===== src/rtl/slps_pkg.sv =====
// shared types, mode codes and pattern timing tables for the status led sequencer
package slps_pkg;

  // widths of state and payload fields
  localparam int MODE_W  = 3;
  localparam int INDEX_W = 4;
  localparam int COUNT_W = 6;

  // transaction opcodes
  localparam logic OP_TICK = 1'b0;
  localparam logic OP_SET  = 1'b1;

  // pattern modes
  localparam logic [MODE_W-1:0] MODE_OFF       = 3'd0;
  localparam logic [MODE_W-1:0] MODE_WINDOW    = 3'd1;
  localparam logic [MODE_W-1:0] MODE_STILL     = 3'd2;
  localparam logic [MODE_W-1:0] MODE_MOVE      = 3'd3;
  localparam logic [MODE_W-1:0] MODE_POINT     = 3'd4;
  localparam logic [MODE_W-1:0] MODE_DONE_OK   = 3'd5;
  localparam logic [MODE_W-1:0] MODE_DONE_FAIL = 3'd6;

  // input transaction payload
  typedef struct packed {
    logic              opcode;
    logic [MODE_W-1:0] new_mode;
  } cmd_t;

  // result transaction payload
  typedef struct packed {
    logic              pin_level;
    logic [MODE_W-1:0] current_mode;
    logic              sequence_done;
  } res_t;

  // pulses in one pass of a pattern, zero for modes without pulses
  function automatic logic [INDEX_W-1:0] pulses_of(input logic [MODE_W-1:0] m);
    logic [INDEX_W-1:0] n;
    unique case (m)
      MODE_WINDOW:    n = 4'd1;
      MODE_MOVE:      n = 4'd3;
      MODE_POINT:     n = 4'd1;
      MODE_DONE_OK:   n = 4'd3;
      MODE_DONE_FAIL: n = 4'd12;
      default:        n = 4'd0;
    endcase
    return n;
  endfunction

  // ticks in the on half of a pulse
  function automatic logic [COUNT_W-1:0] on_ticks(input logic [MODE_W-1:0] m);
    logic [COUNT_W-1:0] t;
    unique case (m)
      MODE_WINDOW:    t = 6'd10;
      MODE_MOVE:      t = 6'd7;
      MODE_POINT:     t = 6'd50;
      MODE_DONE_OK:   t = 6'd30;
      MODE_DONE_FAIL: t = 6'd6;
      default:        t = 6'd0;
    endcase
    return t;
  endfunction

  // ticks in the off half of a pulse; the last move pulse has the long gap
  function automatic logic [COUNT_W-1:0] off_ticks(input logic [MODE_W-1:0]  m,
                                                   input logic [INDEX_W-1:0] idx);
    logic [COUNT_W-1:0] t;
    unique case (m)
      MODE_WINDOW:    t = 6'd10;
      MODE_MOVE:      t = (idx == 4'd2) ? 6'd40 : 6'd7;
      MODE_POINT:     t = 6'd50;
      MODE_DONE_OK:   t = 6'd20;
      MODE_DONE_FAIL: t = 6'd6;
      default:        t = 6'd0;
    endcase
    return t;
  endfunction

endpackage


===== src/rtl/slps_if.sv =====
// valid/ready channel interfaces for command and result transactions
interface slps_in_if;
  logic                      valid;
  logic                      ready;
  logic                      opcode;
  logic [slps_pkg::MODE_W-1:0] new_mode;

  modport source (output valid, output opcode, output new_mode, input ready);
  modport sink   (input valid, input opcode, input new_mode, output ready);
endinterface

interface slps_out_if;
  logic                      valid;
  logic                      ready;
  logic                      pin_level;
  logic [slps_pkg::MODE_W-1:0] current_mode;
  logic                      sequence_done;

  modport source (output valid, output pin_level, output current_mode,
                  output sequence_done, input ready);
  modport sink   (input valid, input pin_level, input current_mode,
                  input sequence_done, output ready);
endinterface


===== src/rtl/slps_in_reg.sv =====
// input register stage that captures command transactions
module slps_in_reg (
  input  logic                 clk,
  input  logic                 rst_n,
  input  logic                 in_valid,
  output logic                 in_ready,
  input  slps_pkg::cmd_t       in_cmd,
  output logic                 hold_valid,
  output slps_pkg::cmd_t       hold_cmd,
  input  logic                 hold_take
);

  logic           valid_r;
  logic           valid_nxt;
  slps_pkg::cmd_t cmd_r;

  // accept when empty or when the held transaction moves on this cycle
  assign in_ready  = !valid_r || hold_take;
  assign valid_nxt = (in_valid && in_ready) || (valid_r && !hold_take);

  always_ff @(posedge clk) begin
    if (!rst_n) begin
      valid_r <= 1'b0;
    end else begin
      valid_r <= valid_nxt;
    end
  end

  // payload capture
  always_ff @(posedge clk) begin
    if (in_valid && in_ready) begin
      cmd_r <= in_cmd;
    end
  end

  assign hold_valid = valid_r;
  assign hold_cmd   = cmd_r;

endmodule


===== src/rtl/slps_pattern.sv =====
// pattern state, next-state logic and result register
module slps_pattern (
  input  logic                 clk,
  input  logic                 rst_n,
  input  logic                 active_low,
  input  logic                 cmd_valid,
  input  slps_pkg::cmd_t       cmd,
  output logic                 cmd_take,
  output logic                 res_valid,
  output slps_pkg::res_t       res,
  input  logic                 res_ready
);

  logic [slps_pkg::MODE_W-1:0]  mode_r, mode_nxt;
  logic [slps_pkg::INDEX_W-1:0] pulse_index_r, pulse_index_nxt;
  logic                         in_off_half_r, in_off_half_nxt;
  logic [slps_pkg::COUNT_W-1:0] tick_count_r, tick_count_nxt;
  logic                         res_valid_r;
  slps_pkg::res_t               res_r;
  logic                         done;
  logic                         lit;
  logic [slps_pkg::MODE_W-1:0]  set_mode;
  logic [slps_pkg::INDEX_W-1:0] npulses;
  logic [slps_pkg::INDEX_W-1:0] index_inc;
  logic [slps_pkg::COUNT_W-1:0] count_inc;

  // the result register frees up when empty or drained this cycle
  assign cmd_take = cmd_valid && (!res_valid_r || res_ready);

  // unknown mode codes fall back to off
  assign set_mode  = (cmd.new_mode > slps_pkg::MODE_DONE_FAIL) ? slps_pkg::MODE_OFF
                                                               : cmd.new_mode;
  assign npulses   = slps_pkg::pulses_of(mode_r);
  assign index_inc = pulse_index_r + 4'd1;
  assign count_inc = tick_count_r + 6'd1;

  // next pattern state for one transaction
  always_comb begin
    mode_nxt        = mode_r;
    pulse_index_nxt = pulse_index_r;
    in_off_half_nxt = in_off_half_r;
    tick_count_nxt  = tick_count_r;
    done            = 1'b0;
    if (cmd.opcode == slps_pkg::OP_SET) begin
      if (set_mode != mode_r) begin
        mode_nxt        = set_mode;
        pulse_index_nxt = '0;
        in_off_half_nxt = 1'b0;
        tick_count_nxt  = '0;
      end
    end else if (npulses != '0) begin
      tick_count_nxt = count_inc;
      if (!in_off_half_r) begin
        if (count_inc >= slps_pkg::on_ticks(mode_r)) begin
          in_off_half_nxt = 1'b1;
          tick_count_nxt  = '0;
        end
      end else if (count_inc >= slps_pkg::off_ticks(mode_r, pulse_index_r)) begin
        tick_count_nxt  = '0;
        in_off_half_nxt = 1'b0;
        pulse_index_nxt = index_inc;
        if (index_inc >= npulses) begin
          pulse_index_nxt = '0;
          // one-shot patterns drop back to off
          if (mode_r == slps_pkg::MODE_DONE_OK || mode_r == slps_pkg::MODE_DONE_FAIL) begin
            mode_nxt = slps_pkg::MODE_OFF;
            done     = 1'b1;
          end
        end
      end
    end
  end

  // led drive from the state after this transaction
  always_comb begin
    if (mode_nxt == slps_pkg::MODE_STILL) begin
      lit = 1'b1;
    end else if (slps_pkg::pulses_of(mode_nxt) == '0) begin
      lit = 1'b0;
    end else begin
      lit = !in_off_half_nxt;
    end
  end

  // pattern state registers
  always_ff @(posedge clk) begin
    if (!rst_n) begin
      mode_r        <= slps_pkg::MODE_OFF;
      pulse_index_r <= '0;
      in_off_half_r <= 1'b0;
      tick_count_r  <= '0;
    end else if (cmd_take) begin
      mode_r        <= mode_nxt;
      pulse_index_r <= pulse_index_nxt;
      in_off_half_r <= in_off_half_nxt;
      tick_count_r  <= tick_count_nxt;
    end
  end

  // result register
  always_ff @(posedge clk) begin
    if (!rst_n) begin
      res_valid_r <= 1'b0;
    end else if (cmd_take) begin
      res_valid_r <= 1'b1;
    end else if (res_ready) begin
      res_valid_r <= 1'b0;
    end
  end

  always_ff @(posedge clk) begin
    if (cmd_take) begin
      res_r.pin_level     <= lit ^ active_low;
      res_r.current_mode  <= mode_nxt;
      res_r.sequence_done <= done;
    end
  end

  assign res_valid = res_valid_r;
  assign res       = res_r;

  // a finished sequence always reports off
  assert property (@(posedge clk) disable iff (!rst_n)
    res_valid_r && res_r.sequence_done |-> res_r.current_mode == slps_pkg::MODE_OFF)
    else $error("sequence_done without return to off");

  // pulse index stays inside the pattern
  assert property (@(posedge clk) disable iff (!rst_n)
    slps_pkg::pulses_of(mode_r) != '0 |-> pulse_index_r < slps_pkg::pulses_of(mode_r))
    else $error("pulse index beyond pattern length");

  // on-half count never reaches its limit
  assert property (@(posedge clk) disable iff (!rst_n)
    slps_pkg::pulses_of(mode_r) != '0 && !in_off_half_r
      |-> tick_count_r < slps_pkg::on_ticks(mode_r))
    else $error("on-half tick count overrun");

  // a mode command leaves the sanitized mode in force
  assert property (@(posedge clk) disable iff (!rst_n)
    cmd_take && cmd.opcode == slps_pkg::OP_SET |=> mode_r == $past(set_mode))
    else $error("mode command not applied");

  // state moves only with a transaction
  assert property (@(posedge clk) disable iff (!rst_n)
    !cmd_take |=> $stable(mode_r) && $stable(tick_count_r) && $stable(pulse_index_r))
    else $error("pattern state changed without a transaction");

endmodule


===== src/rtl/status_led_pattern_sequencer_unit.sv =====
// Status LED pattern sequencer: each command transaction is either a 10 ms tick or a
// mode change and yields exactly one result transaction with the pin level, the mode
// in force and a one-shot completion flag. One transaction is accepted every cycle;
// it passes an input register and then the result register. While a result waits
// the input register still takes one more transaction; the input stalls only
// when both registers are full and the result is not drained that cycle.
// The cfg_we/cfg_wdata port sets polarity (1 = LED on drives the pin low) and
// should be written only while no transactions are in flight. There is no
// clearing pass after reset.
module status_led_pattern_sequencer_unit (
  input  logic       clk,
  input  logic       rst_n,
  slps_in_if.sink    in_ch,
  slps_out_if.source out_ch,
  input  logic       cfg_we,
  input  logic       cfg_wdata
);

  logic           active_low_r;
  slps_pkg::cmd_t in_cmd;
  logic           hold_valid;
  slps_pkg::cmd_t hold_cmd;
  logic           hold_take;
  slps_pkg::res_t res;

  // polarity register
  always_ff @(posedge clk) begin
    if (!rst_n) begin
      active_low_r <= 1'b0;
    end else if (cfg_we) begin
      active_low_r <= cfg_wdata;
    end
  end

  assign in_cmd.opcode   = in_ch.opcode;
  assign in_cmd.new_mode = in_ch.new_mode;

  // input stage
  slps_in_reg u_in_reg (
    .clk        (clk),
    .rst_n      (rst_n),
    .in_valid   (in_ch.valid),
    .in_ready   (in_ch.ready),
    .in_cmd     (in_cmd),
    .hold_valid (hold_valid),
    .hold_cmd   (hold_cmd),
    .hold_take  (hold_take)
  );

  // pattern state and result stage
  slps_pattern u_pattern (
    .clk        (clk),
    .rst_n      (rst_n),
    .active_low (active_low_r),
    .cmd_valid  (hold_valid),
    .cmd        (hold_cmd),
    .cmd_take   (hold_take),
    .res_valid  (out_ch.valid),
    .res        (res),
    .res_ready  (out_ch.ready)
  );

  assign out_ch.pin_level     = res.pin_level;
  assign out_ch.current_mode  = res.current_mode;
  assign out_ch.sequence_done = res.sequence_done;

endmodule


===== src/flat_wrapper.sv =====
// flat-port wrapper written by rule: the top's interface ports become plain ports
module status_led_pattern_sequencer_unit_flat 
  (clk, rst_n, cfg_we, cfg_wdata, in_ch_valid, in_ch_opcode, in_ch_new_mode, in_ch_ready, out_ch_valid, out_ch_pin_level, out_ch_current_mode, out_ch_sequence_done, out_ch_ready);
  slps_in_if in_ch_i ();
  slps_out_if out_ch_i ();
  input  logic clk;
  input  logic rst_n;
  input  logic cfg_we;
  input  logic cfg_wdata;
  input wire logic [$bits(in_ch_i.valid)-1:0] in_ch_valid;
  input wire logic [$bits(in_ch_i.opcode)-1:0] in_ch_opcode;
  input wire logic [$bits(in_ch_i.new_mode)-1:0] in_ch_new_mode;
  output wire logic [$bits(in_ch_i.ready)-1:0] in_ch_ready;
  output wire logic [$bits(out_ch_i.valid)-1:0] out_ch_valid;
  output wire logic [$bits(out_ch_i.pin_level)-1:0] out_ch_pin_level;
  output wire logic [$bits(out_ch_i.current_mode)-1:0] out_ch_current_mode;
  output wire logic [$bits(out_ch_i.sequence_done)-1:0] out_ch_sequence_done;
  input wire logic [$bits(out_ch_i.ready)-1:0] out_ch_ready;
  assign in_ch_i.valid = in_ch_valid;
  assign in_ch_i.opcode = in_ch_opcode;
  assign in_ch_i.new_mode = in_ch_new_mode;
  assign in_ch_ready = in_ch_i.ready;
  assign out_ch_valid = out_ch_i.valid;
  assign out_ch_pin_level = out_ch_i.pin_level;
  assign out_ch_current_mode = out_ch_i.current_mode;
  assign out_ch_sequence_done = out_ch_i.sequence_done;
  assign out_ch_i.ready = out_ch_ready;
  status_led_pattern_sequencer_unit u_core (.clk(clk), .rst_n(rst_n), .in_ch(in_ch_i), .out_ch(out_ch_i), .cfg_we(cfg_we), .cfg_wdata(cfg_wdata));
endmodule

===== config.mk =====
export PLATFORM = sky130hd
export DESIGN_NAME = status_led_pattern_sequencer_unit_flat
export DESIGN_NICKNAME = d
export VERILOG_FILES = /design/src/rtl/slps_pkg.sv /design/src/rtl/slps_if.sv /design/src/rtl/slps_in_reg.sv /design/src/rtl/slps_pattern.sv /design/src/rtl/status_led_pattern_sequencer_unit.sv /design/src/flat_wrapper.sv
export SDC_FILE = /design/constraint.sdc
export NUM_CORES = 1
export LEC_CHECK = 0
export BUFFER_PORTS_ARGS = -buffer_cell sky130_fd_sc_hd__buf_2
export CORE_MARGIN = 2
export CORE_UTILIZATION = 38
export DETAILED_ROUTE_END_ITERATION = 10
export PLACE_DENSITY = 0.61
export SLEW_MARGIN = 20
export SYNTH_ARGS = -nofsm -noshare
export SYNTH_HDL_FRONTEND = slang
export SYNTH_SLANG_ARGS = --single-unit
export TNS_END_PERCENT = 1

===== constraint.sdc =====
create_clock -name clk -period 3.5 [get_ports clk]
set_clock_uncertainty 0.15 [all_clocks]
set_input_delay 0.175 -clock clk [delete_from_list [all_inputs] [get_ports clk]]
set_output_delay 0.175 -clock clk [all_outputs]
set_load 0.01 [all_outputs]

# Word-level counts from Yosys, hierarchy flattened
# Cells that the tools add are included.
[op_classes] shift=0 eq_ne=14 order_cmp=4 n_mul=0 bitwise=5 n_addsub=2 n_reduce_logical=24 div=0 n_mux=43
[ops] op="$mux 6" n=13
[ops] op="$pmux 6 s5" n=2
[ops] op="$mux 4" n=7
[ops] op="$mux 3" n=8
[ops] op="$pmux 4 s3" n=2
[ops] op="$eq 3x3->1 const B" n=6
[ops] op="$ge 6x6->1" n=2
[ops] op="$mux 1" n=11
[ops] op="$eq 3x2->1 const B" n=3
[ops] op="$reduce_bool 2->1" n=4
[ops] op="$reduce_or 2->1" n=4
[ops] op="$add 6x1->6 const B" n=1
[ops] op="$eq 3x1->1 const B" n=2
[ops] op="$reduce_and 5->1" n=1
[ops] op="$reduce_or 5->1" n=1
[ops] op="$add 4x1->4 const B" n=1
[ops] op="$eq 4x2->1 const B" n=1
[ops] op="$ge 4x4->1" n=1
[ops] op="$logic_not 1->1" n=4
[ops] op="$logic_not 4->1" n=1
[ops] op="$logic_or 1x1->1" n=4
[ops] op="$not 1->1" n=4
[ops] op="$reduce_bool 4->1" n=1
[ops] op="$gt 3x3->1 const B" n=1
[ops] op="5 further kinds" n=7
[word_totals] input_bits=10 n_memories=0 ramBits=0 word_cells=104 latchBits=0 rom_bits=0 out_inout_bits=7 reg_bits=26

# Depth between registers and ports, before layout
# Gate-level depths: netlist (run 1).
[depth] word_depth=19 depth_mapped=13 ltp_nobuf=13

# Hierarchy
# From an unflattened synthesis (run 1), not the netlist that was laid out.
[unflattened] hier_cells=196 area_unflattened_um2=1861.8
[modules_own_cells] mod="slps_pattern" cells_each=184 area_per_inst_um2=1647.8 seq_area_each_um2=450.4 n_inst=1
[modules_own_cells] mod="slps_in_reg" cells_each=9 area_per_inst_um2=177.7 seq_area_each_um2=140.1 n_inst=1
[modules_own_cells] mod="status_led_pattern_sequencer_unit" cells_each=3 area_per_inst_um2=36.3 seq_area_each_um2=20.0 n_inst=1

# Worst setup path after synthesis (run 1)
# Ideal clock, no wire load.
[synth_timing] path_kind="register to register" startpoint="register u_core.u_pattern.mode_r[0] (netlist bit)" endpoint="register u_core.u_pattern.res[4] (netlist name)" n_path_buf=1 stages_incl_launch_ff=13 t_required_ns=3.092 setup_time_ns=0.258 period_less_slack_ns=3.015 slack_ns=0.485 arrival_ns=2.607 cell_sequence="dfxtp_1 -> buf_2 -> nor2b_1 -> and2_1 -> nor2b_1 -> ha_1 -> or3b_1 -> o211ai_1 -> a21oi_4 -> a31oi_1 -> or3_1 -> o211ai_2 -> xnor2_1"
[synth_via] elab_chain_cells=18 elab_cells_between_ends=50 cone_classes="order compare: 3; eq/ne: 12; mux: 26; bitwise: 1; reduce/logical: 8"
[synth_rtl] item="start, declared" line="slps_pattern.sv:14" text="logic [slps_pkg::MODE_W-1:0] mode_r, mode_nxt;"
[synth_rtl] item="start signal, assigned" line="slps_pattern.sv:88" text="mode_r <= slps_pkg::MODE_OFF;"
[synth_rtl] item="start signal, assigned" line="slps_pattern.sv:93" text="mode_r <= mode_nxt;"
[synth_rtl] item="$eq 3x3->1, or another cell as far along" line="slps_pkg.sv:38, slps_pkg.sv:67, slps_pattern.sv:65"
[synth_rtl] item="$pmux 6 s5" line="slps_pkg.sv:67" text="unique case (m)"
[synth_rtl] item="$mux 6" line="slps_pattern.sv:53" text="if (!in_off_half_r) begin"
[synth_rtl] item="$mux 6" line="slps_pattern.sv:51" text="end else if (npulses != '0) begin"
[synth_rtl] item="$mux 6" line="slps_pattern.sv:44" text="if (cmd.opcode == slps_pkg::OP_SET) begin"
[synth_rtl] item="$ge 6x6->1" line="slps_pattern.sv:58" text="end else if (count_inc >= slps_pkg::off_ticks(mode_r, pulse_index_r)) begin"
[synth_rtl] item="$mux 3" line="slps_pattern.sv:58"
[synth_rtl] item="$mux 3" line="slps_pattern.sv:53"
[synth_rtl] item="[2 not listed]"
[synth_rtl] item="named net u_core.u_pattern.mode_nxt (one bit)" line="slps_pattern.sv:14"
[synth_rtl] item="$eq 3x3->1, or another cell as far along" line="slps_pkg.sv:38" text="unique case (m)"
[synth_rtl] item="$reduce_or 2->1 (no line)"
[synth_rtl] item="$pmux 4 s3" line="slps_pkg.sv:38"
[synth_rtl] item="$mux 4" line="slps_pattern.sv:76" text="if (mode_nxt == slps_pkg::MODE_STILL) begin"
[synth_rtl] item="$logic_not 4->1" line="slps_pattern.sv:78" text="end else if (slps_pkg::pulses_of(mode_nxt) == '0) begin"
[synth_rtl] item="$mux 1" line="slps_pattern.sv:78"
[synth_rtl] item="$mux 1 *" line="slps_pattern.sv:76"
[synth_rtl] item="$xor 1x1->1 *" line="slps_pattern.sv:113" text="res_r.pin_level <= lit ^ active_low;"
# The timed path passes the listed nets; every way through them passes the cells marked *. The select of a mux whose other input is x is not followed.
# A chain may end at the register's enable or synchronous reset.

# Final worst setup path (run 1)
[layout_timing] startpoint="register u_core.u_pattern.mode_r[2] (netlist bit)" endpoint="register u_core.u_pattern.res[4] (netlist name)"
[layout_via] elab_chain_cells=18 elab_cells_between_ends=50 cone_classes="order compare: 3; eq/ne: 12; mux: 26; bitwise: 1; reduce/logical: 8"
[layout_rtl] item="$eq 3x3->1, or another cell as far along" line="slps_pkg.sv:38, slps_pkg.sv:67, slps_pattern.sv:65"
[layout_rtl] item="$pmux 6 s5" line="slps_pkg.sv:67"
[layout_rtl] item="$mux 6" line="slps_pattern.sv:53"
[layout_rtl] item="$mux 6" line="slps_pattern.sv:51"
[layout_rtl] item="$mux 6" line="slps_pattern.sv:44"
[layout_rtl] item="$ge 6x6->1" line="slps_pattern.sv:58"
[layout_rtl] item="$mux 3" line="slps_pattern.sv:58"
[layout_rtl] item="$mux 3" line="slps_pattern.sv:53"
[layout_rtl] item="[2 not listed]"
[layout_rtl] item="named net u_core.u_pattern.mode_nxt (one bit)" line="slps_pattern.sv:14"
[layout_rtl] item="$eq 3x3->1, or another cell as far along" line="slps_pkg.sv:38"
[layout_rtl] item="$reduce_or 2->1 (no line)"
[layout_rtl] item="$pmux 4 s3" line="slps_pkg.sv:38"
[layout_rtl] item="$mux 4" line="slps_pattern.sv:76"
[layout_rtl] item="$logic_not 4->1" line="slps_pattern.sv:78"
[layout_rtl] item="$mux 1" line="slps_pattern.sv:78"
[layout_rtl] item="$mux 1 *" line="slps_pattern.sv:76"
[layout_rtl] item="$xor 1x1->1 *" line="slps_pattern.sv:113"
# Marked as above.

==> summary.txt, run 1 <==
Outcome -> complete, no violations
Core area -> 4720 µm²
Final hold violation count -> 0
Vias -> 1445
Clk Latency, worst-skew pair -> 0.28 ns
Fillers -> 464
Max cap viols -> 0
Port Buffers -> 16
Worst vdd ir -> 0.000124 V
Layout cell share with drive strength beyond 1 -> 0.180
DP Wirelength -> 2840 µm
Placed instance area -> 2040 µm²
Most frequent cells in the layout -> nor2b_1, ha_1, dfxtp_1, nand2_1, buf_2
Vias in the first global route -> 1340
Synthesized area per cell -> 9.63 µm²
Placer Congestion -> 0.780
Post-synthesis sequential area ratio -> 0.327
Antenna-violating nets left -> 0
Clock buffer depth -> 2
Area Growth Syn to Fin -> 14.9%
Vias per inst -> 5.09
Crit path time final -> 3.22 ns
Chip width -> 74.1 µm
IO Count -> 17
Worst hold path type -> input port to flip-flop
Reg2reg path depth -> 11
Startpoint Class -> flip-flop
Inserted Clock Buffers -> 3
Synth warn -> 0
First-pass GRT wire length -> 6480 µm
Rel. slew slack -> 0.530
RSZ-0062 raised after global routing -> false
CTS tree -> built
DR pass1 iterations -> 4
DP Worst Slack -> 0.243 ns
Power density over cell area -> 287 nW/µm²
Crit share post-route -> 0.921
Clock-pin slew on the worst setup and hold paths -> 0.09 ns
Synth Net Count -> 222
Slew @ Worst Pin -> 0.705 ns
Setup ws final -> 0.277 ns
Static Leakage -> 0.842 nW
Initial Utilization -> 0.395
CP Class -> flip-flop to flip-flop
Row Count -> 25
Worst hold path depth -> 3
TNS Setup -> 0 ns
GR Util All Layers -> 0.155
Die Footprint -> 5490 µm²
Initial antenna violation count -> 0
Library cells used by synthesis -> 46
Root Buffer -> clkbuf_8
#FFs+latches synth -> 26
Syn Inst Count -> 194
Max Slew Vio Count -> 0
Final wirelength -> 3720 µm
Setup Buffers After CTS -> 0
WP data arrival -> 3.11 ns
Routed len/inst -> 13.1 µm
Initial DRC Count -> 88
Final instance area -> 2150 µm²
Max Freq -> 310 MHz
Worst Path Required -> 3.39 ns
H-tree depth -> 1
Mapped cell area -> 1870 µm²
Largest net degree at the start of global routing -> 18
Setup crit end kind -> flip-flop
# diodes -> 0
Height of the die -> 74.1 µm
DRC Markers -> 0
Worst Path Max Fanout -> 8
Setup violations, final -> 0
CTS Sinks -> 26
Final #Nets -> 246
GRT overflow -> 0
## final timing paths
kind                                            startpoint  slack (ns)                         end
worst max register to register  u_core.u_pattern.mode_r[2]        0.28     u_core.u_pattern.res[4]
worst min register to register  u_core.u_in_reg.hold_valid        0.39  u_core.u_pattern.res_valid
worst max-delay path            u_core.u_pattern.mode_r[2]        0.28     u_core.u_pattern.res[4]
worst min-delay path                             cfg_wdata        0.02         u_core.active_low_r
## report_power, final
part	switching, W	internal [W]
Sequential	0.0000102	0.000323
Combinational	0.0000451	0.0000402
Clock	0.0000978	0.000101
## cell usage after synthesis (all sizes together)
library cell  number  area share
and3b              1      0.0047
o21ai              4       0.011
and2               3       0.010
a31oi              2      0.0067
buf                6       0.015
nand2b             1      0.0074
nand2             16       0.032
a22oi              5       0.020
a211o              1      0.0047
clkbuf             1      0.0020
a2111oi            1       0.015
nor3b              2      0.0080
a221oi             1      0.0047
or2                2      0.0067
nor4               2       0.015
xnor2              6       0.028
o221ai             1      0.0080
or3                1      0.0034
inv                6       0.012
nand3b             1      0.0040
or3b               1      0.0047
o211ai             4       0.029
a21oi             10       0.033
nand3              7       0.019
xor2               5       0.023
o31a               1      0.0047
a22o               1      0.0047
a21o               1      0.0040
nor2b             18       0.060
nor2              13       0.026
ha                18        0.12
o21a               4       0.016
a21boi             5       0.020
mux2i              8       0.043
edfxtp             9        0.14
nor4bb             1      0.0054
nor3               5       0.019
a41oi              3       0.022
dfxtp             17        0.18
## state kept, by name, indices dropped and copies added, names as in the netlist
| signal | count |
|---|---|
| u_core.active_low_r | 1 |
| u_core.u_in_reg.hold_cmd | 4 |
| u_core.u_in_reg.hold_valid | 1 |
| u_core.u_pattern.in_off_half_r | 1 |
| u_core.u_pattern.mode_r | 3 |
| u_core.u_pattern.pulse_index_r | 4 |
| u_core.u_pattern.res | 5 |
| u_core.u_pattern.res_valid | 1 |
| u_core.u_pattern.tick_count_r | 6 |
## layer usage
layer / wire length (µm) / GRT usage / up-vias
met3: 89 / 0.0339 / 7
li1: - / - / 746
met2: 1700 / 0.247 / 17
met5: 0 / 0 / -
met4: 65 / 0.0545 / 0
met1: 1870 / 0.207 / 675
## stage by stage
step | hold slack (ns) | utilization | instances | power (W)
after detailed placement | 0.203 | 0.431 | 275 | 0.000421
after floorplan | 0.124 | - | 194 | 0.000397
after global placement | 0.202 | 0.431 | 275 | 0.000421
after global routing | 0.0343 | 0.455 | 284 | 0.000646
final | 0.0196 | 0.455 | 284 | 0.000617
after CTS | 0.0279 | 0.454 | 284 | 0.000628
## final cells by class
cell class	count	area (µm²)	area share
timing repair buffer	26	168	0.0781
tap	67	83.8	0.0390
clock buffer	4	55.1	0.0256
inverter	6	22.5	0.0105
multi-input combinational	155	1210	0.562
sequential	26	611	0.284
## worst max-delay path, cell delays in order, from the launching register on
cell      delay [ns]
dfxtp_1         0.51
nand2_1         0.16
or2_2           0.33
a21boi_0        0.15
ha_1            0.31
a211o_1         0.32
nor2_1          0.19
a21oi_4         0.13
a31oi_1         0.34
or3_1           0.18
o211ai_2        0.09
xnor2_1         0.13
## logic make-up (layout without fill, tap and decap cells)
group	Yosys count	in the layout	synth area share
AO/OA/AOI/OAI	44	44	0.203
adder cells (fa/ha/maj)	18	18	0.121
flip-flops	26	26	0.327
buffers and inverters	13	36	0.0295
multiplexers	8	8	0.0429
AND/OR/NAND/NOR	74	74	0.226
XOR/XNOR	11	11	0.0516
## timing repair
| action | CTS | global route |
|---|---|---|
| resized for setup | 0 | 1 |
| hold buffers | 5 | 0 |
| hold endpoints to repair | 5 | 0 |
| endpoints found under the setup margin | 0 | 1 |
Power figures use the tool's default switching activity.
==> inputs of run 2 (changes only) <==
--- a/config.mk
+++ b/config.mk
@@ -5,6 +5,7 @@
 export SDC_FILE = /design/constraint.sdc
 export NUM_CORES = 1
 export LEC_CHECK = 0
+export ABC_AREA = 1
 export BUFFER_PORTS_ARGS = -buffer_cell sky130_fd_sc_hd__buf_2
 export CORE_MARGIN = 2
 export CORE_UTILIZATION = 38
==> run 2 against run 1 <==
  * Critical path depth rose by 7
  * Sequential share of layout area barely moved
  * Synthesized cell count rose by 37%
  * First-iteration DRC count fell by 6.8%
  * Wire length rose by 4.9%
  * Critical endpoint unchanged
  * Worst setup slack improved by 0.26 ns
  * Final area barely moved
  * Largest power group unchanged
  * Synthesized area fell by 0.27%
==> summary.txt, run 2 <==
Power, Total -> 0.000836 W
Max FFs per register -> 6
Synthesized area per cell -> 7.03 µm²
First-pass GRT wire length -> 6750 µm
Reg2reg path depth -> 18
EDFF count, synth -> 9
Most frequent cells in the layout -> nand2_1, inv_1, nor2_1, a21oi_1, ha_1
Worst Hold Slack -> 0.0218 ns
Slew @ Worst Pin -> 0.520 ns
Layout cell share with drive strength beyond 1 -> 0.132
DR pass1 iterations -> 4
Post-synthesis mux area share -> 0
Worst hold path type -> input port to flip-flop
Root Buffer -> clkbuf_8
CTS tree -> built
Max Slew Vio Count -> 0
DRC Markers -> 0
Most common cell after layout, fill and taps aside -> nand2_1
Static Leakage -> 1.08 nW
Biggest register -> u_core.u_pattern.tick_count_r
Synth Area in Adders -> 0.121
Antenna-violating nets left -> 0
Placed instance area -> 2000 µm²
Area Growth Syn to Fin -> 15.2%
Clock-pin slew on the worst setup and hold paths -> 0.10 ns
Worst vdd ir -> 0.000269 V
FF-to-FF Start -> u_core.u_pattern.mode_r[2]
Die Footprint -> 5480 µm²
Largest net degree at the start of global routing -> 16
Row Count -> 25
Vias in the first global route -> 1538
Worst Path Max Fanout -> 7
Chip width -> 74.0 µm
Inserted Clock Buffers -> 3
Count leader, synth -> nand2_1
Internal reg-to-reg setup slack -> 0.54 ns
Routed len/inst -> 11.0 µm
Crit path time final -> 2.96 ns
Post-synthesis sequential area ratio -> 0.328
Xor/xnor share of the synthesized area -> 0.0376
Final wirelength -> 3910 µm
Height of the die -> 74.0 µm
Setup violations, final -> 0
GR Util All Layers -> 0.157
Setup crit end kind -> flip-flop
Final instance area -> 2150 µm²
Post-synth top flop -> dfxtp_1
Startpoint Class -> flip-flop
Fraction of the mapped netlist area in simple logic gates -> 0.271
Cell taking the most area after synthesis -> dfxtp_1
Core area -> 4720 µm²
Max cap viols -> 0
Power density over cell area -> 390 nW/µm²
#FFs+latches synth -> 26
Worst Path Required -> 3.39 ns
Crit share post-route -> 0.847
Setup Buffers After CTS -> 0
RSZ-0062 raised after global routing -> false
Rel. slew slack -> 0.653
Compound-gate portion of the synthesized area -> 0.130
Final hold violation count -> 0
Synth Net Count -> 293
Library cells used by synthesis -> 30
Syn Inst Count -> 265
Worst hold path depth -> 4
Mapped cell area -> 1860 µm²
IO Count -> 17
Synth warn -> 0
CP Launch Point -> u_core.u_pattern.mode_r[2]
# diodes -> 0
Largest family of logic cells by synthesized area -> simple AND/OR/NAND/NOR gates
CTS Sinks -> 26
Initial DRC Count -> 82
Initial antenna violation count -> 0
Final #Nets -> 317
DP Wirelength -> 3020 µm
Worst Setup EP -> u_core.u_pattern.res[4]
Clk Latency, worst-skew pair -> 0.27 ns
Asr flop ratio synth -> 0
Placer Congestion -> 0.855
Max Freq -> 337 MHz
Outcome -> complete, no violations
Vias -> 1684
Vias per inst -> 4.74
Clock buffer depth -> 2
Top cells by count, synth -> nand2_1, inv_1, nor2_1
Top post-synthesis cells by area -> dfxtp_1, edfxtp_1, ha_1
GRT overflow -> 0
TNS Setup -> 0 ns
Port Buffers -> 16
Initial Utilization -> 0.394
Top-area cell type share of the netlist area -> 0.183
H-tree depth -> 1
CP Class -> flip-flop to flip-flop
WP data arrival -> 2.85 ns
Crit Reg-Reg Endpoint -> u_core.u_pattern.res[4]
## run 2: changes by cell type after synthesis, moves of 7 or more
cell     previous run  this run
nand3_1             7        16
nor2_1             13        28
mux2i_1             8         0
inv_1               6        47
nand2_1            16        53
nor2b_1            18         0
a21oi_1             9        20
o21ai_0             4        11
nand2_2             0         7
## run 2: worst min-delay path by stage
| stage | start | to | slack, ns |
|---|---|---|---|
| 2_1_floorplan | in_ch_new_mode[0] | u_core.u_in_reg.hold_cmd[0] | 0.12 |
| 3_3_place_gp | in_ch_new_mode[1] | u_core.u_in_reg.hold_cmd[1] | 0.20 |
| 3_5_place_dp | in_ch_new_mode[1] | u_core.u_in_reg.hold_cmd[1] | 0.20 |
| 4_1_cts | out_ch_ready | u_core.u_pattern.res_valid | 0.02 |
| 5_1_grt | out_ch_ready | u_core.u_pattern.res_valid | 0.04 |
| 6_report | out_ch_ready | u_core.u_pattern.res_valid | 0.02 |
## run 2: what timing repair did
item                                    CTS  global route
endpoints found under the setup margin    0             0
hold endpoints to repair                  6             0
resized for setup                         0             0
hold buffers                              7             0
## run 2: layout make-up
type / count / area, µm²
Clock inverter: 1 / 30.0
Timing Repair Buffer: 23 / 150
Multi-Input combinational cell: 185 / 1040
Sequential cell: 26 / 611
Tap cell: 67 / 83.8
Clock buffer: 3 / 41.3
Inverter: 50 / 188
Fill cell: 467 / 2580
## run 2: logic make-up (layout without fill, tap and decap cells)
group,after synthesis,in the layout
AO/OA/AOI/OAI,44,44
XOR/XNOR,8,8
buffers and inverters,54,77
flip-flops,26,26
AND/OR/NAND/NOR,115,115
adder cells (fa/ha/maj),18,18
## run 2: worst max-delay path, stage by stage (launching register included)
cell and delay (ns):
dfxtp_1 0.39, inv_1 0.20, nand2_1 0.14, nor2_1 0.28, nand2_1 0.19, o211ai_1 0.15
inv_1 0.07, ha_1 0.27, nand2_1 0.05, nand2_1 0.06, nand2_1 0.05, nand2_1 0.13
nand3_2 0.12, nand2_1 0.09, nand2_2 0.08, nand3_1 0.11, nand3_1 0.07, nand3_1 0.06
nand2_1 0.05
## run 2: report_power, final
part	leakage, nW	internal, W	switching (W)
combinational	0.817	0.0000842	0.000142
sequential	0.226	0.000334	0.0000208
clock	0.0357	0.000153	0.000102
## run 2: per-stage QoR
stage                util  instances  setup WS (ns)
floorplan               -        265          0.974
global placement    0.424        344          0.573
detailed placement  0.424        344          0.611
CTS                 0.454        355          0.530
global route        0.454        355          0.240
finish              0.454        355          0.536
## run 2: routing by layer
layer,wire [µm],part of all wire,vias up,GRT usage
li1,-,-,893,-
met1,1960,0.50,746,0.209
met2,1740,0.45,37,0.268
met3,141,0.036,8,0.0203
met4,61,0.016,0,0.0424
met5,0,0,-,0
